$ cat src/hw/rtl/mie_pkg.sv
// package for the modular inverse block
// holds the sequencer state type and its codes; no dependencies
package mie_pkg;

  typedef logic [2:0] state_t;

  localparam state_t ST_IDLE = 3'd0;
  localparam state_t ST_CHK  = 3'd1;
  localparam state_t ST_DIV  = 3'd2;
  localparam state_t ST_FIN  = 3'd3;

endpackage

$ cat src/hw/rtl/modular_inverse_euclid.sv
// Modular inverse of value modulo modulus by the extended Euclidean algorithm.
// Each input transfer carries value and modulus; each produces one output
// transfer with the inverse in 0..modulus-1 and a tuser flag that is set when
// gcd(value, modulus) is 1 (inverse is zero when the flag is clear, and for a
// zero modulus). One shared unit runs a restoring division one quotient bit a
// cycle and, in the cycle after, folds that bit into the Bezout coefficient by
// modular double-and-add. A new item is taken while the previous result waits.
// depends on mie_pkg
module modular_inverse_euclid
  import mie_pkg::*;
#(
  parameter int WIDTH = 32
) (
  input  logic                                 clk,
  input  logic                                 rst,
  input  logic                                 s_tvalid,
  output logic                                 s_tready,
  input  logic [((2 * WIDTH + 7) / 8) * 8-1:0] s_tdata,   // value, modulus, zero pad
  output logic                                 m_tvalid,
  input  logic                                 m_tready,
  output logic [((WIDTH + 7) / 8) * 8-1:0]     m_tdata,   // inverse, zero pad
  output logic                                 m_tuser    // valid_res
);

  localparam int OUT_W = ((WIDTH + 7) / 8) * 8;
  localparam int CNT_W = $clog2(WIDTH + 1);

  state_t             state;
  logic [WIDTH-1:0]   m;
  logic [WIDTH-1:0]   r_prev;
  logic [WIDTH-1:0]   r_cur;
  logic [WIDTH-1:0]   c_prev;
  logic [WIDTH-1:0]   c_cur;
  logic [WIDTH-1:0]   dvd;
  logic [WIDTH-1:0]   rem;
  logic [WIDTH-1:0]   acc;
  logic               qb;
  logic [CNT_W-1:0]   cnt;
  logic [WIDTH-1:0]   inverse;
  logic               valid_res;

  logic [WIDTH-1:0]   in_value;
  logic [WIDTH-1:0]   in_modulus;
  logic [WIDTH:0]     trial;
  logic [WIDTH:0]     diff;
  logic               div_bit;
  logic [WIDTH+1:0]   sum;
  logic [WIDTH+1:0]   sum_m1;
  logic [WIDTH+1:0]   sum_m2;
  logic [WIDTH-1:0]   acc_next;
  logic [WIDTH:0]     sub_raw;
  logic [WIDTH-1:0]   c_next;
  logic               out_free;

  assign in_value   = s_tdata[WIDTH-1:0];
  assign in_modulus = s_tdata[2*WIDTH-1:WIDTH];
  assign s_tready   = (state == ST_IDLE);
  assign out_free   = !m_tvalid || m_tready;

  // division step
  assign trial   = {rem, dvd[WIDTH-1]};
  assign diff    = trial - {1'b0, r_cur};
  assign div_bit = !diff[WIDTH];

  // modular horner step on the previous quotient bit
  always_comb begin
    sum    = {1'b0, acc, 1'b0} + (qb ? {2'b00, c_cur} : '0);
    sum_m1 = sum - {2'b00, m};
    sum_m2 = sum - {1'b0, m, 1'b0};
    if (!sum_m2[WIDTH+1]) begin
      acc_next = sum_m2[WIDTH-1:0];
    end else if (!sum_m1[WIDTH+1]) begin
      acc_next = sum_m1[WIDTH-1:0];
    end else begin
      acc_next = sum[WIDTH-1:0];
    end
  end

  // c_prev - q*c_cur mod m
  always_comb begin
    sub_raw = {1'b0, c_prev} - {1'b0, acc};
    if (sub_raw[WIDTH]) begin
      c_next = sub_raw[WIDTH-1:0] + m;
    end else begin
      c_next = sub_raw[WIDTH-1:0];
    end
  end

  always_ff @(posedge clk) begin
    if (rst) begin
      state    <= ST_IDLE;
      m_tvalid <= 1'b0;
    end else begin
      if (m_tvalid && m_tready && !(state == ST_CHK && r_cur == '0)) begin
        m_tvalid <= 1'b0;
      end
      unique case (state)
        ST_IDLE: begin
          if (s_tvalid) begin
            m      <= in_modulus;
            r_prev <= in_modulus;
            r_cur  <= (in_modulus == '0) ? '0 : in_value;
            c_prev <= '0;
            c_cur  <= (in_modulus == WIDTH'(1)) ? '0 : WIDTH'(1);
            state  <= ST_CHK;
          end
        end
        ST_CHK: begin
          if (r_cur != '0) begin
            dvd   <= r_prev;
            rem   <= '0;
            acc   <= '0;
            qb    <= 1'b0;
            cnt   <= '0;
            state <= ST_DIV;
          end else if (out_free) begin
            m_tvalid  <= 1'b1;
            valid_res <= (r_prev == WIDTH'(1));
            inverse   <= (r_prev == WIDTH'(1)) ? c_prev : '0;
            state     <= ST_IDLE;
          end
        end
        ST_DIV: begin
          acc <= acc_next;
          if (cnt == CNT_W'(WIDTH)) begin
            state <= ST_FIN;
          end else begin
            dvd <= {dvd[WIDTH-2:0], 1'b0};
            rem <= div_bit ? diff[WIDTH-1:0] : trial[WIDTH-1:0];
            qb  <= div_bit;
            cnt <= cnt + CNT_W'(1);
          end
        end
        ST_FIN: begin
          r_prev <= r_cur;
          r_cur  <= rem;
          c_prev <= c_cur;
          c_cur  <= c_next;
          state  <= ST_CHK;
        end
        default: begin
          state <= ST_IDLE;
        end
      endcase
    end
  end

  assign m_tdata = OUT_W'(inverse);
  assign m_tuser = valid_res;

  a_div_nonzero: assert property (@(posedge clk) disable iff (rst)
    state == ST_DIV |-> r_cur != '0)
    else $error("division by zero remainder");

  a_rem_below: assert property (@(posedge clk) disable iff (rst)
    state == ST_DIV |-> rem < r_cur)
    else $error("partial remainder not below divisor");

  a_acc_reduced: assert property (@(posedge clk) disable iff (rst)
    state == ST_DIV |-> acc < m)
    else $error("coefficient accumulator not reduced");

  a_coef_reduced: assert property (@(posedge clk) disable iff (rst)
    state == ST_CHK && m != '0 |-> c_cur < m && c_prev < m)
    else $error("bezout coefficient out of range");

endmodule
$ cat config.mk
export PLATFORM = sky130hd
export DESIGN_NAME = modular_inverse_euclid
export DESIGN_NICKNAME = d
export VERILOG_FILES = /design/src/hw/rtl/mie_pkg.sv /design/src/hw/rtl/modular_inverse_euclid.sv
export SDC_FILE = /design/constraint.sdc
export NUM_CORES = 1
export LEC_CHECK = 0
export BUFFER_PORTS_ARGS = -buffer_cell sky130_fd_sc_hd__buf_4
export CORE_MARGIN = 2
export CORE_UTILIZATION = 50
export CTS_CLUSTER_DIAMETER = 150
export DETAILED_ROUTE_END_ITERATION = 12
export MAX_ROUTING_LAYER = met4
export PLACE_DENSITY = 0.78
export SLEW_MARGIN = 0
export SYNTH_ARGS = -nofsm -noshare
export SYNTH_HDL_FRONTEND = slang
export SYNTH_SLANG_ARGS = --single-unit
$ cat constraint.sdc
create_clock -name clk -period 28.1 [get_ports clk]
set_input_delay 5.62 -clock clk [delete_from_list [all_inputs] [get_ports clk]]
set_output_delay 5.62 -clock clk [all_outputs]
set_load 0.01 [all_outputs]
# Word level (Yosys, flattened, before mapping)
# Cells that the tools add are included.
# word_totals
out_inout_bits	35
ff_bits	300
# classes
reduce_logical	19
muxes	37
n_eq_ne	11
add_sub_neg	7
n_bitwise	2
# op_table
cell	count
$mux 32	14
$pmux 32 s2	7
$eq 32x1->1 const B	2
$logic_not 32->1	2
$add 33x32->34	1
$sub 34x32->34	1
$sub 34x33->34	1
$sub 32x32->33	1
$sub 33x32->33	1
$add 32x32->32	1
$reduce_bool 32->1	1
$mux 3	4
$mux 6	2
$pmux 3 s4	1
$pmux 6 s2	1
$reduce_and 3->1	4
$reduce_and 4->1	2
$mux 1	7
$add 6x1->6 const B	1
$eq 3x2->1 const B	2
$eq 6x6->1 const B	1
$ne 2x2->1 const B	3
$reduce_bool 2->1	2
$eq 3x1->1 const B	1
other kinds (8)	13

# Depth between registers and ports, before layout
# Gate-level depths: netlist of the first run.
# logic_depth
depth_word	8
ltp_mapped	26

# Least setup slack after synthesis of the first run
# OpenSTA, ideal clock, no wires.
# synth_path
kind	input port to flip-flop
startpoint	in rst
endpoint	reg c_cur[0] (enable)
path_slack_ns	13.005
setup_time_ns	0.772
t_arrival_ns	14.323
n_path_buf	0
t_required_ns	27.328
path_stages	1
cell_sequence	nor3_1
# synth_between
elab_chain_cells	2
# synth_rtl
item	line_no	source
start: declaration	modular_inverse_euclid.sv:15	input logic rst,
$not 1->1 (no line)	--	
$reduce_and 3->1 (no line)	--	
end signal: assignment	modular_inverse_euclid.sv:104	c_cur <= (in_modulus == WIDTH'(1)) ? '0 : WIDTH'(1);
end signal: assignment	modular_inverse_euclid.sv:138	c_cur <= c_next;
end: declaration	modular_inverse_euclid.sv:33	logic [WIDTH-1:0] c_cur;
# No other way between the ends.
# A chain may end at the register's enable or synchronous reset.

# Worst setup path after layout of the first run
# layout_path
startpoint	in rst
endpoint	reg c_prev[3] (enable)
# layout_between
elab_chain_cells	2
# layout_rtl
item	line_no	source
$not 1->1 (no line)	--	
$reduce_and 3->1 (no line)	--	
end signal: assignment	modular_inverse_euclid.sv:137	c_prev <= c_cur;
end: declaration	modular_inverse_euclid.sv:32	logic [WIDTH-1:0] c_prev;
# No other way between the ends.

==> results of run 1 <==
## layout make-up
type / instances / area (um^2) / share of cell area
timing repair buffer: 120 / 901 / 0.0357
inverter: 159 / 597 / 0.0237
multi-input combinational: 1782 / 12900 / 0.511
sequential: 299 / 8950 / 0.355
tap: 600 / 751 / 0.0298
clock inverter: 18 / 123 / 0.00487
clock buffer: 48 / 1010 / 0.0401
## critical path, delay by kind of cell
kind                   cells  cell delay (ns)
buffers and inverters      3             1.61
and+or+nand+nor            1             0.15
## cell families after synthesis
family | synth area share
flip-flops | 0.394
multiplexers | 0.0445
AND/OR/NAND/NOR | 0.146
XOR/XNOR | 0.0602
AO/OA/AOI/OAI | 0.200
adder cells (fa/ha/maj) | 0.113
buffers and inverters | 0.0412
## through the flow
stage,cells,worst slack (ns),cell area (um^2),util
after CTS,3026,20.78,25200,0.559
after detailed placement,2960,20.20,24100,0.534
after global placement,2960,20.26,24100,0.534
final,3026,20.79,25200,0.559
after floorplan,2316,13.01,22700,-
after global routing,3026,20.40,25200,0.559
## cell usage in the layout, fill, tap and decap left out, drive strengths merged, types with 7 or more instances in the layout
master and instances:
a2111oi 7, a21o 88, nor4 32, clkbuf 48
or3 22, nand2b 17, and3 23, clkinv 16
xor2 54, nand4 23, a311oi 14, o21a 27
o31ai 8, or2 8, buf 120, a22o 32
o21bai 25, nor2b 25, a21oi 186, xnor2 102
o2111ai 15, o21ai 110, a221oi 11, mux2i 30
o311ai 8, and2 105, a21boi 10, a31oi 15
edfxtp 296, nand3 48, a211oi 30, a211o 11
inv 160, nand2 132, nor3 40, ha 196
mux2 63, and4 9, o211ai 27, nor2 159
## state kept, by name (all words and copies together) (netlist names)
register / cells
state: 2
m_tuser: 1
r_cur: 32
r_prev: 32
c_cur: 32
m_tvalid: 1
m_tdata: 32
m: 32
acc: 32
qb: 1
cnt: 6
dvd: 32
rem: 32
c_prev: 32
## worst max path at each step
| stage | from | endpoint | slack, ns | cells after the start |
|---|---|---|---|---|
| floorplan | rst | c_cur[0] | 13.01 | 1 |
| global placement | rst | c_prev[2] | 20.26 | 4 |
| detailed placement | rst | c_cur[3] | 20.20 | 4 |
| CTS | rst | c_prev[2] | 20.78 | 4 |
| global route | qb | acc[28] | 20.40 | 22 |
| finish | rst | c_prev[3] | 20.79 | 4 |
## routing by layer
layer	vias to the layer above	GRT usage	wire length, um
met5	-	-	0
met4	0	0.0838	1810
met3	112	0.0264	3920
met2	725	0.415	27400
met1	8880	0.351	27100
li1	8853	-	-
==> run_results.csv, run 1 <==
group,metric,value,unit
run_status,outcome,"completed",
clock_network,clk_pin_slew,0.06,ns
floorplan,rows,78,
clock_network,cts_hold_buf,0,
critical_path,worstPathCellList,"buf_4 > nor3_2 > buf_4 > buf_4",
global_routing,antenna_found_initial,1,
job,maxCapViolCount,0,
synth,synth_most_common_cell,"edfxtp_1",
cells_and_area,antenna_cells,0,
clock_network,postCtsSetupBuffers,0,
synth,synth_common_cells,"296 x edfxtp_1, 196 x ha_1, 186 x a21oi_1, 159 x nor2_1, 158 x inv_1",
route,vias,18600,
timing,fin_crit_sh,0.260,
synth,syn_inst,2316,
global_routing,track_usage,0.261,
route,avgViaCountPerCell,6.14,
timing,min_period,7.31,ns
clock_network,cts_tree,"built",
global_routing,overflow,0,
synth,synth_enable_flop_cells,296,
clock_network,clockBufferDepth,3,
critical_path,crit_path_end_kind,"register",
critical_path,crit_required,28.28,ns
timing,max_freq,137,MHz
clock_network,cts_made_buffers,37,
critical_path,worstPathMaxFanout,67,
route,drt-initial-drc-count,1771,
floorplan,die_area,47100,um^2
route,antenna_left,0,
timing,hold_slack,0.513,ns
synth,yosysTopAreaCell,"edfxtp_1",
critical_path,cpMostUsedCell,"buf_4",
synth,yosys-top-cells-area,"edfxtp_1 39%, ha_1 11%, a21oi_1 4.1%",
placed_design,dp_hpwl,45700,um
timing,hold_viol,0,
floorplan,coreArea,45100,um^2
synth,ys_ff_latch,299,
clock_network,clock-sinks,299,
synth,async_reset_ff_frac,0,
global_routing,grt_max_degree,72,
floorplan,start_util,0.503,
critical_path,reg2reg_depth,22,
timing,finalSetupTns,0,ns
synth,ys_warn_count,0,
floorplan,fp.dieH,217,um
critical_path,crit_arrival,7.48,ns
synth,synth_ff_type,"edfxtp_1",
timing,setup_viol,0,
cells_and_area,nFillCells,3914,
route,drc,0,
clock_network,cts-root-buf,"clkbuf_16",
route,routedWlPerCell,19.9,um
clock_network,ctsResizeCount,0,
critical_path,regToRegSetupSlack,20.94,ns
cells_and_area,area_delta_synth_final,11.1,%
timing,worst_pin_slew,1.07,ns
critical_path,worstSetupPathType,"input port to register",
synth,yosysSeqAreaShare,0.394,
timing,clock_skew,0.0150,ns
synth,synth_cell_types,79,
critical_path,cpMaxStageDelayCell,"buf_4",
critical_path,regToRegStartpoint,"qb",
placed_design,finalWeightedCongestion,0.992,
synth,avgSynthCellArea,9.80,um^2
worst_hold_path,hold_class,"register to register",
synth,syn_area,22700,um^2
critical_path,cpPeakStageDelay,0.74,ns
timing,rsz0062_at_grt,"no",
placed_design,io_buffers,102,
worst_hold_path,hold_path_end,"m_tvalid",
global_routing,grt_pass1_vias,17900,
global_routing,grt_pass1_wl,95000,um
cells_and_area,nets,2669,
worst_hold_path,hp-start,"m_tvalid",
worst_hold_path,worstHoldPathCells,2,
critical_path,crit_path_start_kind,"input port",
floorplan,ios,103,
synth,synth_fp_nets,2586,
clock_network,clkLatencyLatePin,0.55,ns
route,wirelength,60300,um
clock_network,htreeDepth,2,
critical_path,timing.rr.end,"acc[28]",
floorplan,die_x,217,um
cells_and_area,drive_above_1_share,0.110,
timing,drv_slew,0,
route,dr.pass1.iters,8,
timing,maxSlewHeadroom,0.275,
synth,synth_top_area_share,0.392,
Power of run 1 is not shown: default switching activity piles up to over one toggle a cycle in this logic, so the estimate is an artifact.
==> run 2, diff against run 1 <==
Clock period 28.1 ns to 7.6 ns, I/O delays scaled along.
==> run 2 against run 1 <==
Compared with the run above:
- clock skew is 0.0071 ns higher
- non-clock buffer count is 2 lower
- die area stayed put
- critical path depth is 18 higher
- sequential cell count stayed put
- register-to-register slack worse by 20 ns
- clock-buffer cell count is 6 lower
- critical path type is now register to register
- critical endpoint is now acc[7]
==> run_results.csv, run 2 (same netlist as run 1, synthesis figures left out) <==
group,metric,value,unit
global_routing,grt_pass1_wl,94600,um
floorplan,coreArea,45100,um^2
global_routing,grt.busiest_layer,"met2",
critical_path,crit_path_start_kind,"register",
clock_network,ctsResizeCount,0,
critical_path,worstPathMaxFanout,42,
route,antenna_left,0,
global_routing,grt_use_met1,0.355,
route,wirelength,60000,um
placed_design,placed_cells,2958,
cells_and_area,area_delta_synth_final,11.0,%
clock_network,clockBufferDepth,3,
global_routing,grt_use_met2,0.405,
cells_and_area,drive_above_1_share,0.109,
timing,worst_pin_slew,1.12,ns
critical_path,startpoint,"qb",
global_routing,grt_pass1_vias,18000,
clock_network,cts-root-buf,"clkbuf_16",
cells_and_area,nets,2667,
worst_hold_path,hold_class,"register to register",
critical_path,regToRegSetupSlack,0.69,ns
timing,rsz0062_at_grt,"no",
critical_path,reg2reg_depth,22,
timing,drv_slew,0,
placed_design,dp_hpwl,45300,um
critical_path,worstSetupPathType,"register to register",
timing,max_freq,145,MHz
cells_and_area,antenna_cells,0,
cells_and_area,mostFrequentLayoutCells,"296 x edfxtp_1, 194 x ha_1, 186 x a21oi_1, 158 x inv_1, 156 x nor2_1",
clock_network,postCtsSetupBuffers,0,
floorplan,ios,103,
clock_network,clock-sinks,299,
critical_path,crit_required,7.95,ns
timing,finalSetupTns,0,ns
global_routing,grt_max_degree,72,
route,vias,18400,
clock_network,cts_tree,"built",
global_routing,gr-usage-met3,0.0277,
floorplan,rows,78,
job,maxCapViolCount,0,
critical_path,crit_path_end,"acc[7]",
route,avgViaCountPerCell,6.10,
floorplan,start_util,0.503,
critical_path,crit_arrival,7.26,ns
clock_network,htreeDepth,2,
critical_path,regToRegStartpoint,"qb",
clock_network,clkLatencyLatePin,0.56,ns
global_routing,track_usage,0.261,
cells_and_area,layout.cells.non_filler,3018,
clock_network,clk_pin_slew,0.06,ns
route,routedWlPerCell,19.9,um
timing,maxSlewHeadroom,0.236,
timing,min_period,6.91,ns
critical_path,crit_path_end_kind,"register",
timing,fin_crit_sh,0.909,
clock_network,cts_made_buffers,37,
route,drt-initial-drc-count,1579,
floorplan,die_x,217,um
global_routing,antenna_found_initial,1,
clock_network,cts_hold_buf,0,
cells_and_area,layout_commonest_cell,"edfxtp_1",
timing,setup_viol,0,
placed_design,finalWeightedCongestion,0.989,
floorplan,die_area,47100,um^2
route,drc,0,
route,dr.pass1.iters,6,
critical_path,timing.rr.end,"acc[7]",
run_status,outcome,"completed",
floorplan,fp.dieH,217,um
timing,hold_viol,0,
placed_design,io_buffers,102,
timing,clock_skew,0.0220,ns
global_routing,overflow,0,
-- run 2: cell count changes in the layout (fill, tap and decap cells not counted) --
cell,previous run,this run
clkinv_2,11,5
buf_4,120,118
inv_6,1,4
clkinv_1,3,4
clkbuf_16,39,37
clkbuf_1,9,5
clkinv_4,2,1
clkinvlp_4,0,1
nor3_2,2,1
bufinv_16,1,3
nor3_4,0,1
-- run 2: area by class of cell --
cell class                 instances  area (um^2)
tap                              600          751
multi-input combinational       1782        12900
inverter                         159          597
clock inverter                    18          181
clock buffer                      42          945
timing repair buffer             118          886
fill                            3880        19900
sequential                       299         8950
-- run 2: metal layers --
metal	vias to the layer above	share of wire
met2	773	0.45
met1	8674	0.45
li1	8832	-
met4	0	0.034
met5	-	0
met3	130	0.072
-- run 2: how the worst min path moves through the flow --
| stage | start | endpoint | cells after the start |
|---|---|---|---|
| 2_1_floorplan | state[1] | state[1] | 2 |
| 3_3_place_gp | m_tvalid | m_tvalid | 2 |
| 3_5_place_dp | m_tvalid | m_tvalid | 2 |
| 4_1_cts | m_tvalid | m_tvalid | 2 |
| 5_1_grt | m_tvalid | m_tvalid | 2 |
| 6_report | m_tvalid | m_tvalid | 2 |
-- run 2: stage by stage --
step                area, um^2   util  hold slack [ns]  setup slack (ns)
global route             25200  0.559            0.561             0.114
finish                   25200  0.559            0.539             0.689
CTS                      25200  0.559            0.546             0.768
floorplan                22700      -            0.500             0.576
global placement         24100  0.534            0.515              1.04
detailed placement       24100  0.534            0.526             0.793
-- run 2: critical path: stages (launching register included) --
cell	delay, ns
edfxtp_1	0.73
and2_1	0.29
ha_1	0.23
fa_1	0.43
a211oi_1	0.38
o21ai_0	0.23
a21o_1	0.25
a21o_1	0.21
a32oi_1	0.32
a21boi_0	0.19
a21o_1	0.21
a21oi_1	0.17
xnor2_1	0.25
ha_1	0.38
nor2b_1	0.16
o21ai_0	0.16
nand2b_1	0.10
a221oi_1	0.54
a211o_1	0.29
mux2i_4	0.30
buf_4	0.38
o21ai_0	0.15
a311oi_1	0.30
Power of run 2 is left out for the same reason.
